### src/rtl/pltq_pkg.sv
// Shared types and constants for the plate height query block.
// Used by pltq_ctrl, pltq_datapath and plate_height_query.
package pltq_pkg;

    localparam int MAX_PLATES_DEF = 256;

    localparam logic signed [31:0] SLOPE_UNIT_Q16 = 32'sd268406782;
    localparam logic signed [13:0] FLAT_LIMIT     = 14'sd4;

    // 46 quotient bits, two per cycle
    localparam int DIV_STEPS = 23;
    localparam int DCNT_W    = 5;

    localparam logic [1:0] OP_LOAD  = 2'd0;
    localparam logic [1:0] OP_QUERY = 2'd1;
    localparam logic [1:0] OP_CLEAR = 2'd2;

    typedef enum logic [11:0] {
        S_IDLE = 12'b0000_0000_0001,
        S_LOAD = 12'b0000_0000_0010,
        S_RD   = 12'b0000_0000_0100,
        S_CHK  = 12'b0000_0000_1000,
        S_M0   = 12'b0000_0001_0000,
        S_M1   = 12'b0000_0010_0000,
        S_M2   = 12'b0000_0100_0000,
        S_ACC  = 12'b0000_1000_0000,
        S_PREP = 12'b0001_0000_0000,
        S_DIV  = 12'b0010_0000_0000,
        S_UPD  = 12'b0100_0000_0000,
        S_FIN  = 12'b1000_0000_0000
    } state_t;

    typedef enum logic [1:0] {
        MUL_PLANE = 2'd0,
        MUL_X     = 2'd1,
        MUL_Y     = 2'd2
    } mul_sel_t;

    typedef enum logic [1:0] {
        ACC_NONE = 2'd0,
        ACC_LOAD = 2'd1,
        ACC_SUB  = 2'd2
    } acc_op_t;

    typedef struct packed {
        logic     capture;
        logic     cnt_clr;
        logic     mem_wr;
        logic     rd;
        logic     walk_inc;
        logic     mul_en;
        mul_sel_t mul_sel;
        acc_op_t  acc_op;
        logic     div_init;
        logic     div_step;
        logic     upd;
        logic     out_load;
    } cmd_t;

    typedef struct packed {
        logic walk_done;
        logic hit_ok;
        logic div_last;
        logic out_busy;
    } status_t;

    typedef struct packed {
        logic signed [17:0] x0;
        logic signed [17:0] x1;
        logic signed [17:0] y0;
        logic signed [17:0] y1;
        logic signed [31:0] plane;
        logic signed [13:0] nx;
        logic signed [13:0] ny;
        logic signed [13:0] nz;
    } plate_t;

endpackage

### src/rtl/pltq_ctrl.sv
// Sequencer for the plate height query block.
// Depends on pltq_pkg; drives pltq_datapath through cmd_t / status_t.
module pltq_ctrl (
    input  logic               clk,
    input  logic               rst_n,
    input  logic               in_valid,
    output logic               in_ready,
    input  logic [1:0]         op,
    input  pltq_pkg::status_t  status,
    output pltq_pkg::cmd_t     cmd
);

    pltq_pkg::state_t state_reg;
    pltq_pkg::state_t state_next;

    always_ff @(posedge clk or negedge rst_n)
    begin
        if (!rst_n)
            state_reg <= pltq_pkg::S_IDLE;
        else
            state_reg <= state_next;
    end

    assign in_ready = (state_reg == pltq_pkg::S_IDLE);

    always_comb
    begin
        state_next   = state_reg;
        cmd          = '0;
        cmd.mul_sel  = pltq_pkg::MUL_PLANE;
        cmd.acc_op   = pltq_pkg::ACC_NONE;
        case (state_reg)
            pltq_pkg::S_IDLE:
            begin
                if (in_valid)
                begin
                    cmd.capture = 1'b1;
                    case (op)
                        pltq_pkg::OP_LOAD:  state_next = pltq_pkg::S_LOAD;
                        pltq_pkg::OP_QUERY: state_next = pltq_pkg::S_RD;
                        pltq_pkg::OP_CLEAR:
                        begin
                            cmd.cnt_clr = 1'b1;
                            state_next  = pltq_pkg::S_FIN;
                        end
                        default:            state_next = pltq_pkg::S_FIN;
                    endcase
                end
            end
            pltq_pkg::S_LOAD:
            begin
                cmd.mem_wr = 1'b1;
                state_next = pltq_pkg::S_FIN;
            end
            pltq_pkg::S_RD:
            begin
                if (status.walk_done)
                    state_next = pltq_pkg::S_FIN;
                else
                begin
                    cmd.rd     = 1'b1;
                    state_next = pltq_pkg::S_CHK;
                end
            end
            pltq_pkg::S_CHK:
            begin
                if (status.hit_ok)
                    state_next = pltq_pkg::S_M0;
                else
                begin
                    cmd.walk_inc = 1'b1;
                    state_next   = pltq_pkg::S_RD;
                end
            end
            pltq_pkg::S_M0:
            begin
                cmd.mul_en  = 1'b1;
                cmd.mul_sel = pltq_pkg::MUL_PLANE;
                state_next  = pltq_pkg::S_M1;
            end
            pltq_pkg::S_M1:
            begin
                cmd.mul_en  = 1'b1;
                cmd.mul_sel = pltq_pkg::MUL_X;
                cmd.acc_op  = pltq_pkg::ACC_LOAD;
                state_next  = pltq_pkg::S_M2;
            end
            pltq_pkg::S_M2:
            begin
                cmd.mul_en  = 1'b1;
                cmd.mul_sel = pltq_pkg::MUL_Y;
                cmd.acc_op  = pltq_pkg::ACC_SUB;
                state_next  = pltq_pkg::S_ACC;
            end
            pltq_pkg::S_ACC:
            begin
                cmd.acc_op = pltq_pkg::ACC_SUB;
                state_next = pltq_pkg::S_PREP;
            end
            pltq_pkg::S_PREP:
            begin
                cmd.div_init = 1'b1;
                state_next   = pltq_pkg::S_DIV;
            end
            pltq_pkg::S_DIV:
            begin
                cmd.div_step = 1'b1;
                if (status.div_last)
                    state_next = pltq_pkg::S_UPD;
            end
            pltq_pkg::S_UPD:
            begin
                cmd.upd      = 1'b1;
                cmd.walk_inc = 1'b1;
                state_next   = pltq_pkg::S_RD;
            end
            pltq_pkg::S_FIN:
            begin
                if (!status.out_busy)
                begin
                    cmd.out_load = 1'b1;
                    state_next   = pltq_pkg::S_IDLE;
                end
            end
            default:
                state_next = pltq_pkg::S_IDLE;
        endcase
    end

    a_fin_release: assert property (@(posedge clk) disable iff (!rst_n)
        (state_reg == pltq_pkg::S_FIN && !status.out_busy) |=> state_reg == pltq_pkg::S_IDLE)
        else $error("result not released from FIN");

    a_div_exit: assert property (@(posedge clk) disable iff (!rst_n)
        (state_reg == pltq_pkg::S_DIV && status.div_last) |=> state_reg == pltq_pkg::S_UPD)
        else $error("divider exit missed");

    a_accept_busy: assert property (@(posedge clk) disable iff (!rst_n)
        (in_valid && in_ready) |=> !in_ready)
        else $error("second transfer accepted while busy");

endmodule

### config.mk
export PLATFORM = sky130hd
export DESIGN_NAME = pltq_ctrl
export DESIGN_NICKNAME = d
export VERILOG_FILES = /design/src/rtl/pltq_pkg.sv /design/src/rtl/pltq_ctrl.sv
export SDC_FILE = /design/constraint.sdc
export NUM_CORES = 1
export LEC_CHECK = 0
export ABC_AREA = 1
export BUFFER_PORTS_ARGS = -buffer_cell sky130_fd_sc_hd__buf_2
export CORE_AREA = 5 5 49 51
export CTS_CLUSTER_SIZE = 16
export DETAILED_ROUTE_END_ITERATION = 8
export DIE_AREA = 0 0 54 56
export GPL_TIMING_DRIVEN = 0
export PLACE_DENSITY = 0.74
export SKIP_LAST_GASP = 1
export SYNTH_ARGS = -nofsm -noshare
export SYNTH_HDL_FRONTEND = slang
export SYNTH_SLANG_ARGS = --single-unit
export TNS_END_PERCENT = 5
### constraint.sdc
create_clock -name clk -period 1.3 [get_ports clk]
set_input_delay 0.26 -clock clk [delete_from_list [all_inputs] [get_ports clk]]
set_output_delay 0.26 -clock clk [all_outputs]
set_load 0.01 [all_outputs]
After elaboration in Yosys (flattened, before gate mapping). Cells that the tools add are included.

Output and inout bits: 15. Bits of input ports: 9. Register bits: 12.

Mux-type cells: 22. Equality and inequality tests: 17. Reduce and logical (&&, ||, !) cells: 3.

Operator list (number): 12-bit one-hot mux with 12 select lines (1); 12-bit 2-to-1 mux (4); 12-bit one-hot mux with 2 select lines (1); 12-bit by 1-bit == test with 1-bit output (second input constant) (1); 12-bit by 10-bit == test with 1-bit output (second input constant) (1); 12-bit by 11-bit == test with 1-bit output (second input constant) (1); 12-bit == test (second input constant) (1); 12-bit by 2-bit == test with 1-bit output (second input constant) (1); 12-bit by 3-bit == test with 1-bit output (second input constant) (1); 12-bit by 4-bit == test with 1-bit output (second input constant) (1); 12-bit by 5-bit == test with 1-bit output (second input constant) (1); 12-bit by 6-bit == test with 1-bit output (second input constant) (1); 12-bit by 7-bit == test with 1-bit output (second input constant) (1); 12-bit by 8-bit == test with 1-bit output (second input constant) (1); 12-bit by 9-bit == test with 1-bit output (second input constant) (1); 1-bit 2-to-1 mux (10); 3-bit one-hot mux with 3 select lines (1); 2-bit != test (second input constant) (3); 5-bit 2-to-1 mux (1); 2-bit 2-to-1 mux (2); 2-bit one-hot mux with 2 select lines (1); 3-bit AND reduction (1); 2-bit by 1-bit == test with 1-bit output (second input constant) (1); 2-bit == test (second input constant) (1); other kinds (3) (3).

Logic depth before layout (Yosys ltp).
Depth in word-level cells: 4. Gate-level depth with buffers: 10. Mapped depth without buffers: 10.

Worst setup path before layout. OpenSTA, ideal clock, no wires.

Path type: register to output. Start point: register state_reg[7]. End point: output port cmd[12] (netlist name). Data arrival time: 1.177 ns. Path buffers: 0. Path slack: -0.137 ns. Stages on the path, launching flop included: 8. Required time: 1.040 ns. Path through: dfrtp_1 > nor2_2 > nand2_2 > nor2_4 > nand2_2 > inv_2 > nand2_2 > nor3_2.

RTL lines: start: declaration (line pltq_ctrl.sv:13) `pltq_pkg::state_t state_reg;`; start signal: assignment (line pltq_ctrl.sv:19) `state_reg <= pltq_pkg::S_IDLE;`; start signal: assignment (line pltq_ctrl.sv:21) `state_reg <= state_next;`; end: declaration (line pltq_ctrl.sv:10) `output pltq_pkg::cmd_t cmd`.

==> impl_metrics.env <==
export IMPL_synth_nets=129
export IMPL_status="finished with violations"
export IMPL_synth_area_leaders="dfrtp_1, nand2_1, inv_1, nor2_1, nand2_2"
export IMPL_seqCellArea_um2=302
export IMPL_core_area_mm2=0.00190
export IMPL_largest_reg_flops=12
export IMPL_synth_cell_types=21
export IMPL_die_y_um=56
export IMPL_critical_path_class="reg2out"
export IMPL_fin_nets=167
export IMPL_dieArea_mm2=0.00302
export IMPL_grt_usage=0.146
export IMPL_fin_cells=184
export IMPL_hold_viol=0
export IMPL_hold_class="in2reg"
export IMPL_pre_cts_slack_ns=-0.300
export IMPL_dp_cells=170
export IMPL_start_util=0.426
export IMPL_grt_overflow_total=0
export IMPL_root_buffer="clkbuf_4"
export IMPL_dieWidth_um=54
export IMPL_path_cells="nor2_2 > nand2_2 > nor2_4 > nand2_4 > inv_2 > nand2_2 > nor3_4 > buf_2"
export IMPL_finalCritPeriodShare=1.41
export IMPL_numPortBuffers=23
export IMPL_crit_path_frequent_cell="nand2_2"
export IMPL_slowest_delay_ns=0.42
export IMPL_dp_hpwl_mm=1.49
export IMPL_final_cell_mix="buf_2, inv_1, nand2_1, nor2_1"
export IMPL_synth_edf_count=0
export IMPL_final_util=0.576
export IMPL_violations="setup timing"
export IMPL_dr_pass1_iters=4
export IMPL_cts_tree="built"
export IMPL_synth_warnings=0
export IMPL_setup_viol=20
export IMPL_multi_input_area_um2=428
export IMPL_synthArstFlopShare=1.00
export IMPL_area_growth_pct=35.0
export IMPL_worst_path_max_delay_cell="dfrtp_1"
export IMPL_place_congestion=0.731
export IMPL_ir_worst_vdd_mv=0.936
export IMPL_power_total_mw=1.47
export IMPL_report_final_slew_viol_count=0
export IMPL_worst_slew_pin_slew_ns=0.276
export IMPL_wl_per_cell_um=10.3
export IMPL_cts_sinks=12
export IMPL_layout_min_cycle_time_ns=1.83
export IMPL_required_ns=1.04
export IMPL_drive_above_1_share=0.439
export IMPL_grt_pass1_vias=806
export IMPL_p_per_area_mw_per_mm2=1350
export IMPL_postLayoutSetupSlackWorst_ns=-0.528
export IMPL_cp_max_fo=5
export IMPL_insertion_delay_ns=0.27
export IMPL_ys_seq_area_frac=0.372
export IMPL_vias=829
export IMPL_cts_max_level=1
export IMPL_placementRows=16
export IMPL_netlist_instances=120
export IMPL_final_common_cell="buf_2"
export IMPL_relSlewSlack=0.816
export IMPL_rsz0062_at_grt="yes"
export IMPL_cts_made_buffers=3
export IMPL_clkTransAtPathRegs_ns=0.08
export IMPL_ys_seq_elements=12
export IMPL_num_antenna_cells=0
export IMPL_antenna_left=0
export IMPL_drcViolationCount=0
export IMPL_ys_flop_type="dfrtp_1"
export IMPL_avgViaCountPerCell=4.51
export IMPL_r2r_setup_slack_ns=-0.28
export IMPL_worstSetupStartpointType="register"
export IMPL_maxCapViolCount=0
export IMPL_worst_ep_arrival_time_ns=1.57
export IMPL_syn_area_per_cell_um2=6.76
export IMPL_yosysTopAreaCell="dfrtp_1"
export IMPL_dpl_cell_area_um2=966
export IMPL_routed_wl_mm=1.89
export IMPL_fin_area_mm2=0.00109
export IMPL_p_leak_nw=0.679
export IMPL_cts_max_path_buffers=2
export IMPL_drt_iter0_markers=16
export IMPL_antenna_found_initial=0
export IMPL_finalClockSkew_ns=0.00643
export IMPL_max_freq_ghz=0.547
export IMPL_grt_max_degree=13
export IMPL_ioPinCount=24
export IMPL_grt_pass1_wl_mm=3.20
export IMPL_nFillCells=187
export IMPL_end_kind="output pin"
export IMPL_synth_top_cell_area_share=0.340
export IMPL_syn_cell_area_um2=811
[stage by stage]
| step | hold slack, ns | setup TNS [ns] |
|---|---|---|
| floorplan | -0.0356 | -0.321 |
| global placement | 0.151 | -1.82 |
| detailed placement | 0.155 | -2.46 |
| CTS | 0.164 | -7.61 |
| global route | 0.162 | -9.82 |
| finish | 0.182 | -7.49 |
[path summary, 6_finish.rpt]
path	depth (start not counted)	from	end
min in group asynchronous	2	rst_n	state_reg[9]$_DFFE_PN0P_
max reg2reg	10	state_reg[8]$_DFFE_PN0P_	state_reg[2]$_DFFE_PN0P_
max in group asynchronous	2	rst_n	state_reg[0]$_DFFE_PN1P_
min	2	status[3]	state_reg[3]$_DFFE_PN0P_
min reg2reg	3	state_reg[2]$_DFFE_PN0P_	state_reg[4]$_DFFE_PN0P_
max	8	state_reg[8]$_DFFE_PN0P_	cmd[12]
[metal layers]
| metal | up-vias | routed length, um | track usage |
|---|---|---|---|
| li1 | 435 | - | - |
| met3 | 2 | 80 | 0.0402 |
| met1 | 371 | 777 | 0.160 |
| met4 | 0 | 28 | 0.0747 |
| met5 | - | 0 | 0 |
| met2 | 21 | 1000 | 0.246 |
[kinds of logic (layout without fill, tap and decap cells)]
logic type / after synthesis / after routing / share of synthesized area
and+or+nand+nor: 76 / 76 / 0.460
buffers and inverters: 28 / 65 / 0.139
AOI/OAI and AO/OA: 4 / 4 / 0.0293
DFF: 12 / 12 / 0.372
[cell usage after synthesis (2+ instances only)]
master	count
buf_4	2
dfrtp_1	11
inv_1	21
inv_2	5
nand2_1	22
nand2_2	8
nand3_1	8
nor2_1	21
nor2_2	5
nor2_4	2
nor3_1	5
[report_power, final]
| group | internal, mW | switching, mW | leakage (nW) |
|---|---|---|---|
| sequential | 0.424 | 0.0286 | 0.163 |
| combinational | 0.317 | 0.465 | 0.501 |
| clock | 0.119 | 0.121 | 0.0150 |
[what timing repair did]
item                                    in CTS  in global routing
buffers inserted                             8                  1
hold buffers                                 1                  0
endpoints found under the hold margin       11                  0
gates resized for setup                      2                  6
pin swaps                                    4                  6
endpoints found under the setup margin      19                 20
[worst max-delay path: cells and delay by family, from the launching register on]
| kind | cells | cell delay, ns |
|---|---|---|
| and+or+nand+nor | 6 | 0.66 |
| DFF | 1 | 0.42 |
| buffers and inverters | 2 | 0.20 |
[final cells by class]
class / count / share of cell area
Multi-Input combinational cell: 80 / 0.391
Buffer: 2 / 0.0137
Tap cell: 27 / 0.0309
Timing Repair Buffer: 33 / 0.176
Clock buffer: 4 / 0.0240
Sequential cell: 12 / 0.275
Inverter: 26 / 0.0891
No activity file was read; power rests on OpenSTA's default activity.
